<file path="config.mk">
export PLATFORM = sky130hd
export DESIGN_NAME = scalar_token_classifier_core
export DESIGN_NICKNAME = d
export VERILOG_FILES = /design/src/rtl/stc_pkg.sv /design/src/rtl/stc_in_stage.sv /design/src/rtl/stc_engine.sv /design/src/rtl/stc_out_stage.sv /design/src/rtl/scalar_token_classifier_core.sv
export SDC_FILE = /design/constraint.sdc
export NUM_CORES = 1
export LEC_CHECK = 0
export BUFFER_PORTS_ARGS = -buffer_cell sky130_fd_sc_hd__buf_2
export CORE_AREA = 5 5 131 133
export CTS_BUF_LIST = sky130_fd_sc_hd__clkbuf_8
export DETAILED_ROUTE_END_ITERATION = 12
export DIE_AREA = 0 0 136 138
export PLACE_DENSITY_LB_ADDON = 0.05
export SLEW_MARGIN = 5
export SYNTH_ARGS = -nofsm -noshare
export SYNTH_HDL_FRONTEND = slang
export SYNTH_SLANG_ARGS = --single-unit
</file>
<file path="constraint.sdc">
create_clock -name i_clk -period 5.95 [get_ports i_clk]
set_input_delay 0 -clock i_clk [delete_from_list [all_inputs] [get_ports i_clk]]
set_output_delay 0 -clock i_clk [all_outputs]
set_load 0.01 [all_outputs]
</file>
<file path="src/rtl/stc_pkg.sv">
// ----------------------------------------------------------------------------
// stc_pkg: shared types, constants and functions for the token classifier
// Grammar state codes, result class codes, character constants and the
// per-character number-grammar transition function.
// ----------------------------------------------------------------------------
package stc_pkg;

    localparam int CHAR_W  = 8;
    localparam int CLASS_W = 3;
    localparam int MAG_W   = 53;
    localparam int ACC_W   = MAG_W + 1;   // holds the saturation value 2^53
    localparam int KPOS_W  = 3;

    // 2^53, the saturation value of the accumulator
    localparam logic [ACC_W-1:0] ACC_SAT = {1'b1, {MAG_W{1'b0}}};

    localparam logic [CHAR_W-1:0] CH_MINUS = 8'h2D;   // '-'
    localparam logic [CHAR_W-1:0] CH_PLUS  = 8'h2B;   // '+'
    localparam logic [CHAR_W-1:0] CH_DOT   = 8'h2E;   // '.'
    localparam logic [CHAR_W-1:0] CH_0     = 8'h30;   // '0'
    localparam logic [CHAR_W-1:0] CH_9     = 8'h39;   // '9'
    localparam logic [CHAR_W-1:0] CH_E_LO  = 8'h65;   // 'e'
    localparam logic [CHAR_W-1:0] CH_E_UP  = 8'h45;   // 'E'

    typedef enum logic [3:0] {
        G_START   = 4'd0,
        G_MINUS   = 4'd1,
        G_ZERO    = 4'd2,
        G_INT     = 4'd3,
        G_DOT     = 4'd4,
        G_FRAC    = 4'd5,
        G_EXP     = 4'd6,
        G_EXPSIGN = 4'd7,
        G_EXPDIG  = 4'd8,
        G_DEAD    = 4'd9
    } t_gstate;

    typedef enum logic [CLASS_W-1:0] {
        CLS_STRING  = 3'd0,
        CLS_TRUE    = 3'd1,
        CLS_FALSE   = 3'd2,
        CLS_INTEGER = 3'd3,
        CLS_DECIMAL = 3'd4
    } t_class;

    typedef struct packed {
        logic [CHAR_W-1:0] char_code;
        logic              last;
    } t_item;

    typedef struct packed {
        t_class           token_class;
        logic             is_negative;
        logic [MAG_W-1:0] magnitude;
    } t_result;

    function automatic logic is_digit(logic [CHAR_W-1:0] c);
        return (c >= CH_0) && (c <= CH_9);
    endfunction

    function automatic t_gstate next_grammar(t_gstate g, logic [CHAR_W-1:0] c);
        logic    d;
        logic    e;
        t_gstate ng;
        d  = is_digit(c);
        e  = (c == CH_E_LO) || (c == CH_E_UP);
        ng = G_DEAD;
        case (g)
            G_START: begin
                if (c == CH_MINUS)  ng = G_MINUS;
                else if (c == CH_0) ng = G_ZERO;
                else if (d)         ng = G_INT;
            end
            G_MINUS: begin
                if (c == CH_0) ng = G_ZERO;
                else if (d)    ng = G_INT;
            end
            G_ZERO: begin
                if (c == CH_DOT) ng = G_DOT;
                else if (e)      ng = G_EXP;
            end
            G_INT: begin
                if (d)                ng = G_INT;
                else if (c == CH_DOT) ng = G_DOT;
                else if (e)           ng = G_EXP;
            end
            G_DOT: begin
                if (d) ng = G_FRAC;
            end
            G_FRAC: begin
                if (d)      ng = G_FRAC;
                else if (e) ng = G_EXP;
            end
            G_EXP: begin
                if (c == CH_PLUS || c == CH_MINUS) ng = G_EXPSIGN;
                else if (d)                        ng = G_EXPDIG;
            end
            G_EXPSIGN, G_EXPDIG: begin
                if (d) ng = G_EXPDIG;
            end
            default: begin
                ng = G_DEAD;
            end
        endcase
        return ng;
    endfunction

    // Keyword letters by position
    function automatic logic [CHAR_W-1:0] true_char(logic [1:0] pos);
        logic [CHAR_W-1:0] ch;
        case (pos)
            2'd0:    ch = 8'h74;   // 't'
            2'd1:    ch = 8'h72;   // 'r'
            2'd2:    ch = 8'h75;   // 'u'
            default: ch = 8'h65;   // 'e'
        endcase
        return ch;
    endfunction

    function automatic logic [CHAR_W-1:0] false_char(logic [KPOS_W-1:0] pos);
        logic [CHAR_W-1:0] ch;
        case (pos)
            3'd0:    ch = 8'h66;   // 'f'
            3'd1:    ch = 8'h61;   // 'a'
            3'd2:    ch = 8'h6C;   // 'l'
            3'd3:    ch = 8'h73;   // 's'
            3'd4:    ch = 8'h65;   // 'e'
            default: ch = 8'h66;   // past the word, never matched
        endcase
        return ch;
    endfunction

endpackage

</file>
<file path="src/rtl/stc_in_stage.sv">
// ----------------------------------------------------------------------------
// stc_in_stage: input register
// Captures one character transaction and holds it until the engine takes it.
// ----------------------------------------------------------------------------
module stc_in_stage (
    input  logic          i_clk,
    input  logic          i_rst_n,
    input  logic          i_valid,
    input  stc_pkg::t_item i_item,
    output logic          o_ready,
    output logic          o_valid,
    output stc_pkg::t_item o_item,
    input  logic          i_take
);
    import stc_pkg::*;

    logic  r_valid;
    t_item r_item;

    assign o_ready = !r_valid || i_take;
    assign o_valid = r_valid;
    assign o_item  = r_item;

    always_ff @(posedge i_clk) begin
        if (!i_rst_n) begin
            r_valid <= 1'b0;
        end else if (o_ready) begin
            r_valid <= i_valid;
        end
    end

    always_ff @(posedge i_clk) begin
        if (i_valid && o_ready) begin
            r_item <= i_item;
        end
    end

endmodule

</file>
<file path="src/rtl/stc_engine.sv">
// ----------------------------------------------------------------------------
// stc_engine: per-character classifier state and update logic
// Number-grammar DFA, saturating x10 accumulator and keyword matchers.
// ----------------------------------------------------------------------------
module stc_engine (
    input  logic            i_clk,
    input  logic            i_rst_n,
    input  logic            i_valid,
    input  stc_pkg::t_item  i_item,
    input  logic            i_out_free,
    output logic            o_take,
    output logic            o_load,
    output stc_pkg::t_result o_result
);
    import stc_pkg::*;

    localparam int PROD_W = ACC_W + 4;

    t_gstate            r_gstate,  n_gstate;
    logic [ACC_W-1:0]   r_acc,     n_acc;
    logic               r_minus,   n_minus;
    logic [KPOS_W-1:0]  r_kpos,    n_kpos;
    logic               r_true_ok, n_true_ok;
    logic               r_false_ok, n_false_ok;

    logic [PROD_W-1:0]  acc_wide;
    logic [PROD_W-1:0]  prod;
    logic [PROD_W-1:0]  digit;
    logic [CHAR_W-1:0]  c;
    t_class             cls;

    assign c = i_item.char_code;

    // a last character needs a free output slot; others always proceed
    assign o_take = i_valid && (!i_item.last || i_out_free);
    assign o_load = o_take && i_item.last;

    always_comb begin
        n_gstate = next_grammar(r_gstate, c);
        n_minus  = r_minus || ((r_gstate == G_START) && (c == CH_MINUS));

        // a*10 + digit, clamped to 2^53
        acc_wide = {4'b0, r_acc};
        digit    = {{(PROD_W-CHAR_W){1'b0}}, c - CH_0};
        prod     = (acc_wide << 3) + (acc_wide << 1) + digit;
        n_acc    = r_acc;
        if (n_gstate == G_INT && !r_acc[ACC_W-1]) begin
            if (prod > {4'b0, ACC_SAT}) n_acc = ACC_SAT;
            else                        n_acc = prod[ACC_W-1:0];
        end

        n_true_ok  = r_true_ok  && !r_kpos[2] && (true_char(r_kpos[1:0]) == c);
        n_false_ok = r_false_ok && (r_kpos < 3'd5) && (false_char(r_kpos) == c);
        n_kpos     = (r_kpos == 3'd7) ? r_kpos : r_kpos + 3'd1;
    end

    always_comb begin
        if (n_true_ok && n_kpos == 3'd4) begin
            cls = CLS_TRUE;
        end else if (n_false_ok && n_kpos == 3'd5) begin
            cls = CLS_FALSE;
        end else if (n_gstate == G_ZERO || n_gstate == G_INT) begin
            // saturated value means above the safe range
            cls = n_acc[ACC_W-1] ? CLS_STRING : CLS_INTEGER;
        end else if (n_gstate == G_FRAC || n_gstate == G_EXPDIG) begin
            cls = CLS_DECIMAL;
        end else begin
            cls = CLS_STRING;
        end
        o_result.token_class = cls;
        o_result.is_negative = n_minus;
        o_result.magnitude   = (cls == CLS_INTEGER) ? n_acc[MAG_W-1:0] : '0;
    end

    always_ff @(posedge i_clk) begin
        if (!i_rst_n) begin
            r_gstate   <= G_START;
            r_acc      <= '0;
            r_minus    <= 1'b0;
            r_kpos     <= '0;
            r_true_ok  <= 1'b1;
            r_false_ok <= 1'b1;
        end else if (o_take) begin
            if (i_item.last) begin
                r_gstate   <= G_START;
                r_acc      <= '0;
                r_minus    <= 1'b0;
                r_kpos     <= '0;
                r_true_ok  <= 1'b1;
                r_false_ok <= 1'b1;
            end else begin
                r_gstate   <= n_gstate;
                r_acc      <= n_acc;
                r_minus    <= n_minus;
                r_kpos     <= n_kpos;
                r_true_ok  <= n_true_ok;
                r_false_ok <= n_false_ok;
            end
        end
    end

endmodule

</file>
<file path="src/rtl/stc_out_stage.sv">
// ----------------------------------------------------------------------------
// stc_out_stage: result register
// Holds one result transaction until the receiver takes it.
// ----------------------------------------------------------------------------
module stc_out_stage (
    input  logic             i_clk,
    input  logic             i_rst_n,
    input  logic             i_load,
    input  stc_pkg::t_result i_result,
    output logic             o_free,
    output logic             o_valid,
    output stc_pkg::t_result o_result,
    input  logic             i_ready
);
    import stc_pkg::*;

    logic    r_valid;
    t_result r_result;

    assign o_free   = !r_valid || i_ready;
    assign o_valid  = r_valid;
    assign o_result = r_result;

    always_ff @(posedge i_clk) begin
        if (!i_rst_n) begin
            r_valid <= 1'b0;
        end else if (o_free) begin
            r_valid <= i_load;
        end
    end

    always_ff @(posedge i_clk) begin
        if (i_load) begin
            r_result <= i_result;
        end
    end

endmodule

</file>
<file path="src/rtl/scalar_token_classifier_core.sv">
// ----------------------------------------------------------------------------
// scalar_token_classifier_core: scalar text token classifier
// Classifies a token as true, false, safe integer, decimal or string.
// ----------------------------------------------------------------------------
// Usage
//   Input channel (i_in_valid / o_in_ready): one character per transaction,
//   i_char_code with i_last marking the final character of the token.
//   Output channel (o_out_valid / i_out_ready): one result transaction per
//   token, raised for the character that carried i_last; class, sign flag
//   and integer magnitude (zero unless the class is safe integer).
//   Path: a final character passes the input register, then the engine
//   loads its result into the result register.
//   Throughput: one character per cycle while no final character waits for
//   the result register. The limit is the combinational per-character update
//   (grammar DFA plus saturating x10 add) between input and result registers.
//   Stall: a waiting result does not block non-final characters; a final
//   character waits in the input register until the result register frees,
//   and o_in_ready drops only then.
//   Reset (i_rst_n low, synchronous): both registers empty, the classifier
//   returns to the start of a token. No clearing pass.
// ----------------------------------------------------------------------------
module scalar_token_classifier_core (
    input  logic        i_clk,
    input  logic        i_rst_n,
    input  logic        i_in_valid,
    output logic        o_in_ready,
    input  logic [7:0]  i_char_code,
    input  logic        i_last,
    output logic        o_out_valid,
    input  logic        i_out_ready,
    output logic [2:0]  o_token_class,
    output logic        o_is_negative,
    output logic [52:0] o_magnitude
);
    import stc_pkg::*;

    t_item   in_item;
    t_item   stage_item;
    logic    stage_valid;
    logic    take;
    logic    load;
    logic    out_free;
    t_result eng_result;
    t_result out_result;

    assign in_item.char_code = i_char_code;
    assign in_item.last      = i_last;

    // input register
    stc_in_stage u_in (
        .i_clk   (i_clk),
        .i_rst_n (i_rst_n),
        .i_valid (i_in_valid),
        .i_item  (in_item),
        .o_ready (o_in_ready),
        .o_valid (stage_valid),
        .o_item  (stage_item),
        .i_take  (take)
    );

    // classifier state and update
    stc_engine u_engine (
        .i_clk      (i_clk),
        .i_rst_n    (i_rst_n),
        .i_valid    (stage_valid),
        .i_item     (stage_item),
        .i_out_free (out_free),
        .o_take     (take),
        .o_load     (load),
        .o_result   (eng_result)
    );

    // result register
    stc_out_stage u_out (
        .i_clk    (i_clk),
        .i_rst_n  (i_rst_n),
        .i_load   (load),
        .i_result (eng_result),
        .o_free   (out_free),
        .o_valid  (o_out_valid),
        .o_result (out_result),
        .i_ready  (i_out_ready)
    );

    assign o_token_class = out_result.token_class;
    assign o_is_negative = out_result.is_negative;
    assign o_magnitude   = out_result.magnitude;

endmodule

</file>
# Word-level counts from Yosys, hierarchy flattened
# Cells that the tools add are included.
[totals]
reg_bits = 132
inputBits = 13
[classes]
n_addsub = 4
magnitude_cmp = 4
eq_ne = 30
mux = 27
reduce_logical = 28
[ops]
columns = ["operator", "n"]
rows = [
  ["54-bit 2-to-1 mux", 3],
  ["57-bit by 55-bit adder with 58-bit output", 1],
  ["58-bit by 8-bit adder with 58-bit output", 1],
  ["58-bit by 54-bit greater-than comparator with 1-bit output (second input constant)", 1],
  ["4-bit 2-to-1 mux", 10],
  ["8-bit by 6-bit == test with 1-bit output (second input constant)", 4],
  ["4-bit one-hot mux with 8 select lines", 1],
  ["4-bit by 3-bit == test with 1-bit output (second input constant)", 5],
  ["5-bit one-hot mux with 4 select lines", 1],
  ["3-bit 2-to-1 mux", 6],
  ["4-bit by 2-bit == test with 1-bit output (second input constant)", 4],
  ["7-bit by 8-bit == test with 1-bit output", 2],
  ["8-bit by 7-bit == test with 1-bit output (second input constant)", 2],
  ["5-bit one-hot mux with 3 select lines", 1],
  ["3-bit == test (second input constant)", 4],
  ["1-bit logical AND", 12],
  ["3-bit by 2-bit == test with 1-bit output (second input constant)", 3],
  ["4-bit == test (second input constant)", 2],
  ["8-bit by 6-bit greater-or-equal comparator with 1-bit output (second input constant)", 1],
  ["8-bit by 6-bit <= comparator with 1-bit output (second input constant)", 1],
  ["1-bit logical OR", 8],
  ["8-bit by 6-bit subtractor with 8-bit output (second input constant)", 1],
  ["1-bit logical NOT", 5],
  ["4-bit by 1-bit == test with 1-bit output (second input constant)", 1],
  ["10 further kinds", 13],
]

# Longest topological paths before layout
# Gate-level depths: netlist (run 1).
[logic_depth]
depth_word = 14
mapped_depth = 17
mapped_depth_nobuf = 15

# Cells and area by module
# From an unflattened synthesis (run 1), not the netlist that was laid out.
[unflattened]
hier_cells = 1272
hier_area_um2 = 10492.6
[modules_own_cells]
columns = ["module", "n_inst", "cells_per_inst", "area_per_inst_um2", "seq_area_each_um2"]
rows = [
  ["stc_engine", 1, 1197, 8404.3, 1281.2],
  ["stc_out_stage", 1, 61, 1760.4, 1731.7],
  ["stc_in_stage", 1, 14, 327.8, 290.3],
]

# Worst setup path after synthesis (run 1)
# OpenSTA, ideal clock, no wires.
[synth_timing]
kind = "flip-flop to flip-flop"
startpoint = "register u_in.r_item, in the netlist u_in.o_item[5]"
endpoint = "register u_out.r_result, in the netlist u_out.o_result[0], data pin"
setup_time_ns = 0.266
t_arrival_ns = 3.966
required_time_ns = 5.684
setup_slack_ns = 1.718
stages_incl_launch_ff = 17
path_buffers = 2
cell_sequence = "edfxtp_1 > ha_1 > xor2_1 > fa_1 > inv_1 > ha_1 > o211ai_1 > o21ai_1 > a211oi_1 > o221ai_1 > a31oi_1 > o31ai_1 > xor2_1 > nand4b_4 > buf_2 > buf_2 > o31ai_1"
[synth_via]
elab_chain_cells = 14
[synth_rtl]
columns = ["item", "line", "text"]
rows = [
  ["start: declaration", "stc_in_stage.sv:18", "t_item r_item;"],
  ["start signal: assignment", "stc_in_stage.sv:34", "r_item <= i_item;"],
  ["parallel branches: the longest is 14 deep, another holds 58-bit by 8-bit adder with 58-bit output", "n/a", ""],
  ["end signal: assignment", "stc_out_stage.sv:34", "r_result <= i_result;"],
  ["end: declaration", "stc_out_stage.sv:18", "t_result r_result;"],
]
# Parallel ways; which one is timed is not known.
# A chain may end at the register's enable or synchronous reset.

# Worst setup path after layout (run 1)
[layout_timing]
startpoint = "register u_in.r_item, in the netlist u_in.o_item[5]"
endpoint = "register u_out.r_result, in the netlist u_out.o_result[48], data pin"
# Same word-level chain as after synthesis.

==> impl_metrics.toml, run 1 <==
[routing]
viasPerCell = 6.32
route.antenna.remaining_nets = 0
routed_wl_mm = 25.4
drt_iter0_drc = 958
route.detailed.drc = 0
vias = 8892
wl_per_cell_um = 18.1
dr.pass1.iters = 5

[global_route]
antenna_found_initial = 0
grt_max_degree = 59
grt_overflow = 0
grt_pass1_wl_mm = 42.6
grt_usage_pct = 27.6
grt_pass1_vias = 8410

[synthesis]
async_flop_share_pct = 0
seq_area_frac_synth_pct = 33.8
ys_ff_latch = 132
avgSynthCellArea_sq_um = 8.71
synth_most_common_cell = "nand2_1"
syn_area_sq_um = 9760
yosys_warnings = 0
netlist_top_cells_count = "194 x nand2_1, 111 x ha_1, 88 x a21oi_1, 70 x o31ai_1"
synth_cell_type_count = 64
synth_ff_type = "edfxtp_1"
synth_top_cell_area_share_pct = 20.3
synth_edf_count = 66
synthCells = 1121
synth_fp_nets = 1251
synth_top_cell_by_area = "edfxtp_1"
synth_area_leaders = "edfxtp_1 20%, ha_1 14%, dfxtp_1 14%"

[timing]
fin_crit_sh_pct = 84.4
setup_violations = 0
whs_ns = 0.247
finalMaxSlewViolations = 0
hold_violations = 0
slew_headroom_pct = 21.0
finalCriticalPeriod_ns = 5.02
rsz0062_at_grt = "false"
skew_ns = 0.0118
fmax_mhz = 199
worstMarginPinSlew_ns = 1.18
tns_ns = 0

[worst_setup_path]
worstSetupPathType = "reg2reg"
worst_setup_path_start_kind = "register"
crit_path_top_delay_cell = "edfxtp_1"
critical-path-max-stage-delay_ns = 0.53
worst_setup_path_end_kind = "register"
r2r_slack_ns = 0.93
timing.rr.start = "u_in.o_item[5]"
r2r_cells = 15
cpLargestDelayFamily = "compound AO/OA/AOI/OAI gates"
cp.arrival_ns = 5.29
cp_num_buf_inv = 2
required_ns = 6.22
crit_chain = "ha_1 -> xor2_1 -> fa_1 -> inv_1 -> ha_1 -> a21oi_1 -> o21ai_1 -> a211oi_1 -> o221ai_1 -> a31oi_1 -> o31ai_1 -> xor2_2 -> nand4b_4 -> buf_4 -> o31ai_1"
critPathMaxFanout = 24
r2r_end = "u_out.o_result[48]"

[worst_hold_path]
hold_path_end = "u_in.o_item[0]"
min_path_cells = 2
hold_class = "in2reg"
hold_start = "i_last"

[cts]
postCtsSetupRepairBufs = 0
cts_root_buffer = "clkbuf_8"
clkLatencyLatePin_ns = 0.47
numCtsBuffers = 17
ctsHoldBuffers = 12
cts_resized = 0
cts_tree = "done"
clkTransAtPathRegs_ns = 0.08
clockBufferDepth = 2
htreeDepth = 4
cts.sinks = 132

[placement]
dpl.hpwl_mm = 18.3
port_buffers = 71
routabilityCongestion = 0.939
place_area_sq_um = 10200

[finish]
nFillCells = 1308
multiInputGateArea_sq_um = 6070
syn2layout_area_growth_pct = 10.9
ff_latch_area_sq_um = 3300
fin_area_sq_um = 10800
fin_nets = 1307
drive_above_1_share_pct = 10.9
utilization_pct = 68.9
diodes = 0

[pwr]
power_density_nw_per_um2 = 184
ir_drop_mv = 0.221
pwr-share-comb_pct = 4.2
p_clk_share_pct = 47.1
internal_power_uw = 1560
seq_power_share_pct = 48.7
switching_share_pct = 22.1
leakagePower_uw = 0.00440
p_switching_uw = 441

[floorplan]
die_w_um = 136
start_util_pct = 62.1
row_count = 46
die-area_sq_um = 18800
io_pins = 72
core-area_sq_um = 15700
fp.dieH_um = 138

[status]
status = "completed"

[flow_run]
cap_viol_max_count = 0
[per-stage QoR]
stage | worst slack, ns | cells | total power, uW
finish | 0.929 | 1406 | 2000
global route | 0.469 | 1406 | 2060
CTS | 0.929 | 1406 | 2010
detailed placement | 0.954 | 1362 | 1070
global placement | 1.18 | 1362 | 1070
floorplan | 1.72 | 1121 | 1050
[layout make-up]
| type | instances | area share, % |
|---|---|---|
| well taps | 216 | 2.50 |
| inverters | 41 | 1.42 |
| flip-flops and latches | 132 | 30.5 |
| clock inverters | 13 | 2.13 |
| multi-input cells | 893 | 56.0 |
| repair buffers | 92 | 5.01 |
| clock buffers | 19 | 2.41 |
[routing by layer]
metal | vias to the layer above | routed length, um | track usage, %
met5 | - | 0 | 0
met4 | 0 | 486 | 8.65
met3 | 41 | 1330 | 4.68
met2 | 298 | 12000 | 44.1
met1 | 4236 | 11600 | 38.1
li1 | 4317 | - | -
[power groups by stage]
stage                     logic, uW  clock network, uW  registers [uW]
after global routing           93.8                994             974
final                          84.0                941             972
after floorplan                56.2                  0             992
after detailed placement       77.3                  0             993
after global placement         75.7                  0             993
after CTS                      83.9                951             972
[how the worst max path moves through the flow]
| stage | from | endpoint | slack (ns) | depth (start not counted) |
|---|---|---|---|---|
| final | u_in.o_item[5] | u_out.o_result[48] | 0.93 | 15 |
| after global routing | u_in.o_item[5] | u_out.o_result[45] | 0.47 | 15 |
| after CTS | u_in.o_item[5] | u_out.o_result[48] | 0.93 | 15 |
| after detailed placement | u_in.o_item[5] | u_out.o_result[48] | 0.95 | 15 |
| after global placement | u_in.o_item[5] | u_out.o_result[29] | 1.18 | 15 |
| after floorplan | u_in.o_item[5] | u_out.o_result[0] | 1.72 | 16 |
[flip-flops by register name, summed over array words and instances, names as in the netlist]
signal               flops
u_in.o_valid             1
u_engine.r_minus         1
u_in.o_item              9
u_engine.r_false_ok      1
u_engine.r_gstate        4
u_engine.r_kpos          3
u_out.o_result          57
u_out.o_valid            1
u_engine.r_acc          54
u_engine.r_true_ok       1
[kinds of logic after synthesis]
kind of cell | Yosys count | synth area share (%)
flip-flops | 132 | 33.8
AO/OA/AOI/OAI | 346 | 23.4
AND/OR/NAND/NOR | 367 | 17.3
multiplexers | 7 | 0.743
buffers and inverters | 96 | 4.20
XOR/XNOR | 56 | 5.02
adder cells (fa/ha/maj) | 117 | 15.5
[cell usage in the layout (no fill, tap or decap), types with 4 or more instances in the layout]
cell,netlist,routed
a2111oi_0,4,4
a211oi_1,7,7
a21boi_0,5,5
a21o_1,11,11
a21oi_1,88,88
a221oi_1,4,4
a22oi_1,4,4
a31oi_1,10,10
buf_2,4,71
buf_4,0,9
bufinv_16,0,6
clkbuf_8,0,19
dfxtp_1,66,66
dlygate4sd3_1,0,12
edfxtp_1,66,66
fa_1,6,6
ha_1,111,111
inv_1,41,42
mux2i_1,5,5
nand2_1,194,194
nand2b_1,6,6
nand3_1,15,15
nand3b_1,4,4
nand4_1,23,23
nor2_1,58,57
nor2b_1,13,13
nor3_1,19,19
nor4_1,5,5
o211ai_1,6,6
o21a_1,5,5
o21ai_0,63,63
o21bai_1,8,8
o31ai_1,70,70
o41ai_1,41,41
or2_2,5,5
xnor2_1,31,31
xor2_1,25,24
(Power assumes the default switching activity.)
==> inputs of run 2 (changes only) <==
--- a/config.mk
+++ b/config.mk
@@ -5,11 +5,12 @@
 export SDC_FILE = /design/constraint.sdc
 export NUM_CORES = 1
 export LEC_CHECK = 0
+export ABC_AREA = 1
 export BUFFER_PORTS_ARGS = -buffer_cell sky130_fd_sc_hd__buf_2
-export CORE_AREA = 5 5 131 133
+export CORE_AREA = 5 5 146 148
 export CTS_BUF_LIST = sky130_fd_sc_hd__clkbuf_8
 export DETAILED_ROUTE_END_ITERATION = 12
-export DIE_AREA = 0 0 136 138
+export DIE_AREA = 0 0 151 153
 export PLACE_DENSITY_LB_ADDON = 0.05
 export SLEW_MARGIN = 5
 export SYNTH_ARGS = -nofsm -noshare
==> constraint.sdc (replaced) <==
create_clock -name i_clk -period 5.15 [get_ports i_clk]
set_input_delay 0 -clock i_clk [delete_from_list [all_inputs] [get_ports i_clk]]
set_output_delay 0 -clock i_clk [all_outputs]
set_load 0.01 [all_outputs]
==> run 2 against run 1 <==
  * Combinational power is 51% higher
  * Total power is 10% higher
  * Clock skew is 0.011 ns higher
  * Hold slack worse by 0.11 ns
  * Area after synthesis is 27% higher
  * Non-clock buffer count is 1 higher
  * Register-to-register slack worse by 0.60 ns
  * Sequential power is 15% higher
  * Synthesized cell count is 80% higher
  * Core utilization is 1.2 points lower
  * Critical path type unchanged
  * Largest power group unchanged
  * Highest routed layer unchanged
==> impl_metrics.toml, run 2 <==
[status]
status = "completed"

[routing]
viasPerCell = 5.49
dr_wl_met3_mm = 2.57
routed_wl_mm = 37.8
route.antenna.remaining_nets = 0
top_layer_used = "met4"
dr.pass1.iters = 6
drt_iter0_drc = 1139
wl_per_cell_um = 16.0
wl_met2_mm = 18.1
wl_met1_mm = 16.3
vias = 13026
route.detailed.drc = 0

[timing]
finalMaxSlewViolations = 0
setup_violations = 0
whs_ns = 0.137
fin_crit_sh_pct = 93.6
hold_violations = 0
setup_ws_ns = 0.329
rsz0062_at_grt = "false"
tns_ns = 0
slew_headroom_pct = 40.2
worstMarginPinSlew_ns = 0.895
fmax_mhz = 207
finalCriticalPeriod_ns = 4.82
skew_ns = 0.0233

[cts]
htreeDepth = 4
numCtsBuffers = 17
postCtsSetupRepairBufs = 0
clkLatencyLatePin_ns = 0.47
cts_root_buffer = "clkbuf_8"
cts.sinks = 132
clockBufferDepth = 2
cts_tree = "done"
clkTransAtPathRegs_ns = 0.10

[synthesis]
async_flop_share_pct = 0
synthCells = 2018
yosys_warnings = 0
seq_area_frac_synth_pct = 26.6
synth_most_common_cell = "nand2_1"
synth_top_cell_area_share_pct = 25.3
synth_cell_type_count = 49
synth_top_cell_by_area = "nand2_1"
syn_area_sq_um = 12400
avgSynthCellArea_sq_um = 6.15
synth_edf_count = 66
synth_fp_nets = 2148
netlist_top_cells_count = "837 x nand2_1, 324 x inv_1, 172 x nor2_1, 156 x a21oi_1, 111 x ha_1"
synth_area_leaders = "nand2_1 25%, edfxtp_1 16%, ha_1 11%"
synth_ff_type = "edfxtp_1"
ys_ff_latch = 132

[pwr]
power_density_nw_per_um2 = 163
ir_drop_mv = 0.171
leakagePower_uw = 0.00713

[placement]
routabilityCongestion = 1.03
dpl.hpwl_mm = 29.8
place_area_sq_um = 13000
place_inst = 2328
port_buffers = 71
dpl_worst_slack_ns = 0.527

[floorplan]
die_w_um = 151
io_pins = 72
die-area_sq_um = 23100
start_util_pct = 62.3
core-area_sq_um = 19900
fp.dieH_um = 153
row_count = 52

[finish]
diodes = 0
fin_area_sq_um = 13500
final_common_cell = "nand2_1"
fin_nets = 2219
finalNonFillerCells = 2372
largest_reg_flops = 57
drive_above_1_share_pct = 8.47
syn2layout_area_growth_pct = 8.61
layout_common_cells = "836 x nand2_1, 323 x inv_1, 171 x nor2_1"

[worst_setup_path]
cp.arrival_ns = 5.21
critPathMaxFanout = 53
worst_setup_path_start_kind = "register"
required_ns = 5.54
worstSetupPathType = "reg2reg"
worst_setup_path_end_kind = "register"

[global_route]
grt_pass1_wl_mm = 60.9
grt_usage_pct = 32.7
grt_overflow = 0
grt_max_degree = 60
grt_pass1_vias = 12124
antenna_found_initial = 0

[flow_run]
cap_viol_max_count = 0

[worst_hold_path]
hold_class = "in2reg"
[run 2: cell count changes after synthesis, moves of 18 or more]
cell      previous run  this run
nand3_1             15        70
o31ai_1             70         2
a21oi_1             88       156
xor2_1              25         7
nand2_1            194       837
a21oi_2              0        26
xnor2_1             31         1
clkbuf_1            42        14
o21ai_0             63        20
inv_1               41       324
o41ai_1             41         0
nor2_1              58       172
[run 2: area by class of cell]
type                    count  area (sq um)
clock buffers              17           234
clock inverters            15           169
fillers                  1872          6430
inverters                 326          1220
multi-input cells        1519          7650
flip-flops and latches    132          3300
well taps                 270           338
repair buffers             93           563
[run 2: metrics by stage]
stage	power, uW	utilization [%]
after CTS	2200	67.7
after detailed placement	1260	65.1
final	2200	67.7
after floorplan	1220	-
after global placement	1260	65.1
after global routing	2270	67.7
[run 2: power by group]
group	internal, uW	leakage (uW)	switching, uW
registers	1110	0.00120	12.6
clock network	445	0.000204	505
logic	38.6	0.00573	87.9
[run 2: critical path: stages, from the launching register on]
cell and delay, ns:
edfxtp_1 0.53, ha_1 0.31, xor2_1 0.18, fa_1 0.49
inv_1 0.04, ha_1 0.38, nand2_1 0.14, nor2_1 0.26
nand3_1 0.16, nand3_2 0.17, nand2_1 0.09, nand2_1 0.15
nand2_1 0.12, nand2_1 0.08, nand2_1 0.05, nand2_1 0.11
nand2_1 0.06, nor2_1 0.24, nand2_1 0.10, nor2_1 0.11
nand3_1 0.11, nand2_4 0.09, buf_12 0.23, nand2_1 0.14
nand2_1 0.09, nand2_1 0.05, a21oi_1 0.16
[run 2: path summary, 6_finish.rpt]
path	from	end	slack, ns	cells past startpoint
worst max-delay path	u_in.o_item[5]	u_engine.r_acc[39]	0.33	26
worst min-delay path	i_in_valid	u_in.o_item[0]	0.14	3
worst max register to register	u_in.o_item[5]	u_engine.r_acc[39]	0.33	26
worst min register to register	u_engine.r_false_ok	u_engine.r_false_ok	0.48	2
[run 2: cell families (layout without fill, tap and decap cells)]
logic type / Yosys count / in the layout / synth area share [%]
compound gates: 225 / 225 / 10.4
buf+inv: 367 / 451 / 11.9
fa+ha+maj: 117 / 117 / 12.2
flops: 132 / 132 / 26.6
xor+xnor: 8 / 8 / 0.565
simple gates: 1169 / 1169 / 38.3
[run 2: repair_timing]
item / in CTS / in global routing
hold buffers: 12 / 0
gates resized for setup: 0 / 0
hold endpoints to repair: 16 / 0
[run 2: routing by layer]
| metal | vias to the layer above | track usage, % |
|---|---|---|
| met4 | 0 | 9.54 |
| met1 | 5936 | 43.2 |
| met2 | 538 | 56.2 |
| met5 | - | 0 |
| li1 | 6483 | - |
| met3 | 69 | 3.79 |
